===== src/hdl/mtw_pkg.sv =====
`timescale 1ns / 1ps
`default_nettype none
package mtw_pkg;

  // Command codes
  localparam logic [1:0] CMD_TICK  = 2'd0;
  localparam logic [1:0] CMD_START = 2'd1;
  localparam logic [1:0] CMD_STOP  = 2'd2;

  // Result kinds
  localparam logic [2:0] KIND_STARTED = 3'd0;
  localparam logic [2:0] KIND_FAILED  = 3'd1;
  localparam logic [2:0] KIND_FIRED   = 3'd2;
  localparam logic [2:0] KIND_DONE    = 3'd3;
  localparam logic [2:0] KIND_STOPPED = 3'd4;

  // x / 10 == (x * DIV10_MUL) >> DIV10_SHIFT for every 16-bit x
  localparam logic [15:0] DIV10_MUL   = 16'hCCCD;
  localparam int          DIV10_SHIFT = 19;

  typedef struct packed {
    logic [1:0]  command;
    logic [15:0] now_ms;
    logic [2:0]  level;
    logic [7:0]  period;
    logic [15:0] tag;
    logic [4:0]  handle;
  } in_item_t;

  typedef struct packed {
    logic [2:0]  kind;
    logic [4:0]  entry;
    logic [15:0] fired_tag;
    logic        last;
  } out_item_t;

  // Controller to datapath
  typedef struct packed {
    logic       load;
    logic       tk_begin;
    logic       tk_scan;
    logic       tk_next;
    logic       al_init;
    logic       al_scan;
    logic       stop_do;
    logic       emit;
    logic [2:0] emit_kind;
  } mtw_cmd_t;

  // Datapath to controller
  typedef struct packed {
    logic [1:0] command;
    logic       lvl_bad;
    logic       tk_stop;
    logic       scan_done;
    logic       al_free;
    logic       al_full;
  } mtw_stat_t;

endpackage
`default_nettype wire


===== src/hdl/mtw_ram.sv =====
`timescale 1ns / 1ps
`default_nettype none
module mtw_ram #(
  parameter int WIDTH = 8,
  parameter int DEPTH = 32
) (
  input  wire logic                                 clk,
  input  wire logic                                 we,
  input  wire logic [(DEPTH > 1 ? $clog2(DEPTH) : 1)-1:0] waddr,
  input  wire logic [WIDTH-1:0]                     wdata,
  input  wire logic [(DEPTH > 1 ? $clog2(DEPTH) : 1)-1:0] raddr,
  output logic      [WIDTH-1:0]                     rdata
);
  logic [WIDTH-1:0] mem [DEPTH];

  // one write port, registered read port
  always_ff @(posedge clk) begin
    if (we) begin
      mem[waddr] <= wdata;
    end
    rdata <= mem[raddr];
  end
endmodule
`default_nettype wire


===== src/hdl/mtw_ctrl.sv =====
`timescale 1ns / 1ps
`default_nettype none
module mtw_ctrl
  import mtw_pkg::*;
(
  input  wire logic      clk,
  input  wire logic      rst_n,
  input  wire logic      start,
  output logic           busy,
  input  wire mtw_stat_t stat,
  output mtw_cmd_t       cmd
);
  localparam logic [2:0] ST_IDLE  = 3'd0;
  localparam logic [2:0] ST_DISP  = 3'd1;
  localparam logic [2:0] ST_TCMP  = 3'd2;
  localparam logic [2:0] ST_TSCAN = 3'd3;
  localparam logic [2:0] ST_TNEXT = 3'd4;
  localparam logic [2:0] ST_AINIT = 3'd5;
  localparam logic [2:0] ST_ASCAN = 3'd6;

  logic [2:0] state_r, state_nxt;

  assign busy = (state_r != ST_IDLE);

  // next state and commands
  always_comb begin
    state_nxt = state_r;
    cmd       = '0;
    unique case (state_r)
      ST_IDLE: begin
        if (start) begin
          cmd.load  = 1'b1;
          state_nxt = ST_DISP;
        end
      end
      ST_DISP: begin
        unique case (stat.command)
          CMD_TICK:  state_nxt = ST_TCMP;
          CMD_START: begin
            if (stat.lvl_bad) begin
              cmd.emit      = 1'b1;
              cmd.emit_kind = KIND_FAILED;
              state_nxt     = ST_IDLE;
            end else begin
              state_nxt = ST_AINIT;
            end
          end
          CMD_STOP: begin
            cmd.stop_do   = 1'b1;
            cmd.emit      = 1'b1;
            cmd.emit_kind = KIND_STOPPED;
            state_nxt     = ST_IDLE;
          end
          default: state_nxt = ST_IDLE;
        endcase
      end
      ST_TCMP: begin
        if (stat.tk_stop) begin
          cmd.emit      = 1'b1;
          cmd.emit_kind = KIND_DONE;
          state_nxt     = ST_IDLE;
        end else begin
          cmd.tk_begin = 1'b1;
          state_nxt    = ST_TSCAN;
        end
      end
      ST_TSCAN: begin
        cmd.tk_scan = 1'b1;
        if (stat.scan_done) begin
          state_nxt = ST_TNEXT;
        end
      end
      ST_TNEXT: begin
        cmd.tk_next = 1'b1;
        state_nxt   = ST_TCMP;
      end
      ST_AINIT: begin
        cmd.al_init = 1'b1;
        state_nxt   = ST_ASCAN;
      end
      ST_ASCAN: begin
        cmd.al_scan = 1'b1;
        if (stat.al_free) begin
          cmd.emit      = 1'b1;
          cmd.emit_kind = KIND_STARTED;
          state_nxt     = ST_IDLE;
        end else if (stat.al_full) begin
          cmd.emit      = 1'b1;
          cmd.emit_kind = KIND_FAILED;
          state_nxt     = ST_IDLE;
        end
      end
      default: state_nxt = ST_IDLE;
    endcase
  end

  always_ff @(posedge clk) begin
    if (!rst_n) begin
      state_r <= ST_IDLE;
    end else begin
      state_r <= state_nxt;
    end
  end
endmodule
`default_nettype wire


===== src/hdl/mtw_dp.sv =====
`timescale 1ns / 1ps
`default_nettype none
module mtw_dp
  import mtw_pkg::*;
#(
  parameter int POOL   = 32,
  parameter int SLOTS  = 10,
  parameter int LEVELS = 5
) (
  input  wire logic      clk,
  input  wire logic      rst_n,
  input  wire in_item_t  in_item,
  input  wire mtw_cmd_t  cmd,
  output mtw_stat_t      stat,
  output logic           out_valid,
  output out_item_t      out_item
);
  localparam int IW    = (POOL > 1) ? $clog2(POOL) : 1;
  localparam int SW    = $clog2(SLOTS);
  localparam int LW    = (LEVELS > 1) ? $clog2(LEVELS) : 1;
  localparam int LCW   = $clog2(LEVELS + 1);
  localparam int WW    = 3 + 2 * SW + 16;
  localparam int RECIP = (65536 + SLOTS - 1) / SLOTS;
  // word layout: level | step | slot | tag
  localparam int TAG_LO  = 0;
  localparam int SLOT_LO = 16;
  localparam int STEP_LO = 16 + SW;
  localparam int LVL_LO  = 16 + 2 * SW;

  in_item_t        in_r;
  logic [POOL-1:0] used_r, enabled_r;
  logic [SW-1:0]   pos_r [LEVELS];
  logic [15:0]     lastc_r [LEVELS];
  logic [IW-1:0]   alloc_r;
  logic [15:0]     count_r;
  logic [31:0]     prod_r;
  logic [LCW-1:0]  lv_r;
  logic [SW-1:0]   cur_r, nxt_r;
  logic [IW:0]     sc_r;
  logic            pv_r;
  logic [IW-1:0]   pi_r;
  logic [IW-1:0]   j_r;
  logic [IW:0]     cnt_r;
  logic [7:0]      q_r;
  logic            out_valid_r;
  out_item_t       out_r;

  logic [LW-1:0]   lvi, lidx;
  logic            lv_end;
  logic [SW-1:0]   pnext;
  logic [WW-1:0]   rd_word, wr_word;
  logic [SW-1:0]   rd_slot, rd_step, new_slot, st_step, st_slot;
  logic [SW:0]     slot_sum, st_sum;
  logic            hit, fire;
  logic [24:0]     pmul;
  logic [7:0]      prem;
  logic [IW-1:0]   hidx, waddr;
  logic            we;

  assign lvi    = lv_r[LW-1:0];
  assign lidx   = LW'(in_r.level);
  assign lv_end = (32'(lv_r) >= LEVELS);
  assign hidx   = IW'(in_r.handle);

  // wheel advance for the level being served
  assign pnext = (32'(pos_r[lvi]) == SLOTS - 1) ? '0 : pos_r[lvi] + 1'b1;

  // entry fields from the pool memory
  assign rd_slot = rd_word[SLOT_LO +: SW];
  assign rd_step = rd_word[STEP_LO +: SW];
  assign hit = pv_r && used_r[pi_r] && (rd_word[LVL_LO +: 3] == 3'(lv_r))
               && (rd_slot == cur_r);
  assign fire = cmd.tk_scan && hit && enabled_r[pi_r];

  // reschedule: (nxt + step) mod SLOTS, both below SLOTS
  assign slot_sum = {1'b0, nxt_r} + {1'b0, rd_step};
  assign new_slot = (32'(slot_sum) >= SLOTS) ? SW'(32'(slot_sum) - SLOTS) : slot_sum[SW-1:0];

  // start: step = period mod SLOTS via reciprocal quotient
  assign pmul    = 25'(in_r.period) * 25'(RECIP);
  assign prem    = in_r.period - 8'(q_r * 8'(SLOTS));
  assign st_step = prem[SW-1:0];
  assign st_sum  = {1'b0, pos_r[lidx]} + {1'b0, st_step};
  assign st_slot = (32'(st_sum) >= SLOTS) ? SW'(32'(st_sum) - SLOTS) : st_sum[SW-1:0];

  // status
  assign stat.command   = in_r.command;
  assign stat.lvl_bad   = (32'(in_r.level) >= LEVELS);
  assign stat.tk_stop   = lv_end ? 1'b1 : (lastc_r[lvi] == count_r);
  assign stat.scan_done = (32'(sc_r) == POOL) && !pv_r;
  assign stat.al_full   = (32'(cnt_r) == POOL);
  assign stat.al_free   = !stat.al_full && !used_r[j_r];

  // memory write: reschedule on fire, fresh entry on start
  always_comb begin
    we      = 1'b0;
    waddr   = pi_r;
    wr_word = rd_word;
    if (fire) begin
      we      = 1'b1;
      wr_word[SLOT_LO +: SW] = new_slot;
    end else if (cmd.al_scan && stat.al_free) begin
      we      = 1'b1;
      waddr   = j_r;
      wr_word = {in_r.level, st_step, st_slot, in_r.tag};
    end
  end

  mtw_ram #(.WIDTH(WW), .DEPTH(POOL)) u_pool (
    .clk   (clk),
    .we    (we),
    .waddr (waddr),
    .wdata (wr_word),
    .raddr (sc_r[IW-1:0]),
    .rdata (rd_word)
  );

  // control state
  always_ff @(posedge clk) begin
    if (!rst_n) begin
      used_r      <= '0;
      enabled_r   <= '0;
      alloc_r     <= '0;
      out_valid_r <= 1'b0;
      for (int i = 0; i < LEVELS; i++) begin
        pos_r[i]   <= '0;
        lastc_r[i] <= '0;
      end
    end else begin
      out_valid_r <= cmd.emit || fire;
      if (cmd.tk_begin) begin
        lastc_r[lvi] <= count_r;
        pos_r[lvi]   <= pnext;
      end
      if (cmd.tk_scan && hit && !enabled_r[pi_r]) begin
        used_r[pi_r] <= 1'b0;
      end
      if (cmd.al_scan && stat.al_free) begin
        used_r[j_r]    <= 1'b1;
        enabled_r[j_r] <= 1'b1;
        alloc_r        <= j_r;
      end
      if (cmd.stop_do && (32'(in_r.handle) < POOL)) begin
        enabled_r[hidx] <= 1'b0;
      end
    end
  end

  // working registers
  always_ff @(posedge clk) begin
    if (cmd.load) begin
      in_r    <= in_item;
      count_r <= in_item.now_ms;
      lv_r    <= '0;
    end
    if (cmd.tk_begin) begin
      cur_r <= pos_r[lvi];
      nxt_r <= pnext;
      sc_r  <= '0;
      pv_r  <= 1'b0;
    end
    if (cmd.tk_scan) begin
      prod_r <= count_r * DIV10_MUL;
      if (32'(sc_r) != POOL) begin
        sc_r <= sc_r + 1'b1;
        pv_r <= 1'b1;
        pi_r <= sc_r[IW-1:0];
      end else begin
        pv_r <= 1'b0;
      end
    end
    if (cmd.tk_next) begin
      count_r <= 16'(prod_r[31:DIV10_SHIFT]);
      lv_r    <= lv_r + 1'b1;
    end
    if (cmd.al_init) begin
      j_r   <= alloc_r;
      cnt_r <= '0;
      q_r   <= 8'(pmul[24:16]);
    end
    if (cmd.al_scan && !stat.al_free && !stat.al_full) begin
      j_r   <= (32'(j_r) == POOL - 1) ? '0 : j_r + 1'b1;
      cnt_r <= cnt_r + 1'b1;
    end
    // result register
    if (fire) begin
      out_r <= '{kind: KIND_FIRED, entry: 5'(pi_r), fired_tag: rd_word[TAG_LO +: 16],
                 last: 1'b0};
    end else if (cmd.emit) begin
      out_r <= '{kind: cmd.emit_kind,
                 entry: (cmd.emit_kind == KIND_STARTED) ? 5'(j_r) : 5'd0,
                 fired_tag: 16'd0, last: 1'b1};
    end
  end

  assign out_valid = out_valid_r;
  assign out_item  = out_r;
endmodule
`default_nettype wire


===== src/hdl/multilevel_timing_wheel_unit.sv =====
`timescale 1ns / 1ps
`default_nettype none
// channel   ports                      handshake
// input     in_item                    accepted when start && !busy
// result    out_valid, out_item        one-cycle strobe, always taken
//
// Start checks one pool entry per cycle from the last allocation. Tick reads
// one entry per cycle from the pool RAM for each changed level.
// Reset is synchronous, active low; it frees the pool and zeroes the wheels.
// Fired results stream out during the scan; the receiver cannot stall them.
module multilevel_timing_wheel_unit
  import mtw_pkg::*;
#(
  parameter int POOL   = 32,
  parameter int SLOTS  = 10,
  parameter int LEVELS = 5
) (
  input  wire logic     clk,
  input  wire logic     rst_n,
  input  wire logic     start,
  output logic          busy,
  input  wire in_item_t in_item,
  output logic          out_valid,
  output out_item_t     out_item
);
  mtw_cmd_t  cmd;
  mtw_stat_t stat;

  mtw_ctrl u_ctrl (
    .clk   (clk),
    .rst_n (rst_n),
    .start (start),
    .busy  (busy),
    .stat  (stat),
    .cmd   (cmd)
  );

  mtw_dp #(.POOL(POOL), .SLOTS(SLOTS), .LEVELS(LEVELS)) u_dp (
    .clk       (clk),
    .rst_n     (rst_n),
    .in_item   (in_item),
    .cmd       (cmd),
    .stat      (stat),
    .out_valid (out_valid),
    .out_item  (out_item)
  );
endmodule
`default_nettype wire


===== config.mk =====
export PLATFORM = sky130hd
export DESIGN_NAME = multilevel_timing_wheel_unit
export DESIGN_NICKNAME = d
export VERILOG_FILES = /design/src/hdl/mtw_pkg.sv /design/src/hdl/mtw_ram.sv /design/src/hdl/mtw_ctrl.sv /design/src/hdl/mtw_dp.sv /design/src/hdl/multilevel_timing_wheel_unit.sv
export SDC_FILE = /design/constraint.sdc
export NUM_CORES = 2
export LEC_CHECK = 0
export BUFFER_PORTS_ARGS = -buffer_cell sky130_fd_sc_hd__buf_2
export CAP_MARGIN = 5
export CORE_AREA = 2 2 301 303
export DETAILED_ROUTE_END_ITERATION = 8
export DIE_AREA = 0 0 303 305
export GPL_TIMING_DRIVEN = 0
export PLACE_DENSITY = 0.79
export SYNTH_ARGS = -nofsm -noshare
export SYNTH_HDL_FRONTEND = slang
export SYNTH_SLANG_ARGS = --single-unit

===== constraint.sdc =====
create_clock -name clk -period 7.9 [get_ports clk]
set_clock_uncertainty 0.1 [all_clocks]
set_input_delay 0.79 -clock clk [delete_from_list [all_inputs] [get_ports clk]]
set_output_delay 0.79 -clock clk [all_outputs]
set_load 0.1 [all_outputs]

==> out/summary.txt <==
Layout Cells excl Fill - 4755
Post-CTS Hold Buffers - 0
failing checks - design-rule violations
Critical R2R Launch - u_dp.count_r[14]$_SDFFE_PP0P_
top cells by area, synth - edfxtp_1 (61%), mux4_2 (13%), ha_1 (4.4%)
peak supply drop - 1.52 mV
crit path max fanout - 10
Net count, final - 3819
Slowest-stage cell, CP - dfxtp_1
final hold violations - 0
H-tree depth - 4
worst path bufs/invs - 4
nature of the critical path startpoint - flip-flop
Total Power - 30.6 mW
leading cell type in the layout, fill and taps excluded - edfxtp_1
largest net degree at the start of global routing - 33
FFs w/ async S/R, synth - 0
HPWL after DPL - 95.2 mm
final setup fails - 0
Setup CP Type - reg -> reg
via count - 32200
Netlist cell types - 67
worst hold path class - in -> reg
RD Place Congestion - 0.924
P per Cell Area - 484 nW/um^2
count of input and output buffers - 79
setup bufs post-CTS - 0
# clock sinks - 1255
Post-DRT Antenna Nets - 0
cell row count - 110
Yosys top cell area share - 0.611
post-synth top area cell - edfxtp_1
core box area - 89300 sq um
Tcrit/Tclk final - 0.887
die height - 305 um
Pleak - 21.9 nW
initial antenna violation count - 0
Yosys Warn Count - 0
DRT iter0 DRCs - 4363
CP required - 8.26 ns
GRT Resource Usage Total - 0.341
Ports - 80
Hold Path Origin - in_item[17]
CTS tree - done
synthesized area per cell - 17.6 sq um
Via density - 6.78
Die W - 303 um
Initial Util - 0.625
first-pass detailed-route iteration total - 8
Post-route DRC - 10
TritonCTS Buffers - 131
vias in the first global route - 33600
share of layout cells above drive strength 1 - 0.230
CTS max path bufs - 3
Slew HR - 0.0533
cells after synthesis - 3168
Post-synth top flop - edfxtp_1
Cell Area, Synth - 55800 sq um
GR Overflow Total - 0
Max Fclk - 143 MHz
Slew @ Worst Pin - 1.42 ns
RSZ-0062 raised after global routing - no
minimum clock period - 7.01 ns
Layout area overhead - 13.6%
Crit. End Element - flip-flop
first-pass GRT wire length - 223 mm
Post-synth EDFFs - 1136
Gates resized, CTS repair - 0
Yosys reg bits - 1255
total of max-cap violations - 0
most frequent cell on the critical path - fa_1
worst-path cell chain - clkinv_1, ha_1, inv_1, ha_1, inv_1, fa_1, inv_1, fa_1, fa_1, fa_1, ha_1, a211oi_1, o211ai_1, a211oi_1, a2111oi_2, a221oi_1, o21ai_0, o41ai_1, xnor2_1
slowest cell delay on critical path - 0.62 ns
Detailed Route WL - 154 mm
Pins Over Slew Limit - 0
# fillers - 5224
clock insertion delay at the later pin of the skew report - 0.75 ns
placed cell count - 4507
Worst-path clk slew - 0.06 ns
setup TNS - 0 ns
Setup crit start - u_dp.count_r[14]$_SDFFE_PP0P_
clock root buffer - clkbuf_16
arrival time of the worst setup path - 7.37 ns
wire per inst - 32.5 um
Crit path max-delay family - adder cells
sequential cell area fraction in the yosys report - 0.654
die footprint - 92400 sq um
outcome - finished with violations
commonest cells after routing, fill and taps aside - edfxtp_1 (1136), mux4_2 (331), inv_1 (199), ha_1 (198), nand2_1 (140)
cell usage after synthesis, drive strengths merged, types with 5 or more instances:
cell type     n
a211oi       10
a21boi       36
a21o         14
a21oi        42
a221oi        5
a22o          6
a31oi         5
and2         48
and3         12
buf          52
clkbuf       93
clkinv        5
dfxtp       119
edfxtp     1136
fa           98
ha          198
inv         199
mux2         64
mux2i        47
mux4        331
nand2       140
nand2b       16
nand3        30
nand3b       16
nand4        10
nor2        142
nor2b        13
nor3         43
nor3b         9
o21a         26
o21ai        54
o221a        18
o22ai        14
o31ai         6
or3b          9
xnor2        37
xor2         27
registers in the layout, summed over array words and instances, names as in the netlist, 6 cells and up, named ones only:
signal / count
u_dp.enabled_r: 32
u_dp.pos_r: 32
u_dp.u_pool.rdata: 27
u_dp.lastc_r: 128
u_dp.prod_r: 13
u_dp.in_r: 24
u_dp.u_pool.mem: 864
u_dp.count_r: 16
u_dp.sc_r: 6
u_dp.used_r: 32
u_dp.cnt_r: 6
u_dp.out_item: 25
where the power goes:
part / internal, mW / switching, mW / leakage [nW]
combinational: 6.26 / 9.03 / 8.41
sequential: 8.80 / 0.328 / 11.4
clock: 3.57 / 2.65 / 2.08
total: 18.6 / 12.0 / 21.9
layer usage:
metal / GRT usage / share of wire / vias up
met3: 0.0746 / 0.099 / 474
met5: 0 / 0 / -
met1: 0.442 / 0.35 / 16600
met2: 0.551 / 0.50 / 2318
met4: 0.163 / 0.051 / 0
li1: - / - / 12900
metrics by stage:
step                      hold slack (ns)   util  area, sq um  setup slack, ns
after floorplan                     0.306      -        55900             2.07
after global placement              0.321  0.647        57800             1.03
after detailed placement            0.324  0.660        59000            0.896
after CTS                           0.103  0.708        63200            0.905
after global routing                0.116  0.709        63300            0.360
final                               0.127  0.709        63400            0.891
area by class of cell:
type	instances	area [sq um]	share of cell area
Inverter	204	767	0.0121
Antenna cell	2	5.00	0.0000790
Clock inverter	58	589	0.00930
Multi-Input combinational cell	1603	18300	0.289
Sequential cell	1255	36500	0.576
Buffer	145	658	0.0104
Clock buffer	182	3680	0.0580
Timing Repair Buffer	130	1390	0.0220
Tap cell	1176	1470	0.0232
final timing paths:
check / to / slack [ns] / cells past startpoint
max: u_dp.prod_r[31]$_DFFE_PP_ / 0.89 / 19
max reg2reg: u_dp.prod_r[31]$_DFFE_PP_ / 0.89 / 19
min: u_dp.in_r[17]$_DFFE_PP_ / 0.13 / 1
min reg2reg: u_dp.enabled_r[15]$_SDFF_PN0_ / 0.35 / 2
cell families after synthesis:
kind of cell | after synthesis | share of synthesized area
flops | 1255 | 0.654
simple gates | 503 | 0.0436
mux | 442 | 0.155
buf+inv | 349 | 0.0255
fa+ha+maj | 296 | 0.0796
compound gates | 258 | 0.0321
xor+xnor | 64 | 0.0100
other cells | 1 | 0.0000672
(Power assumes the default switching activity.)
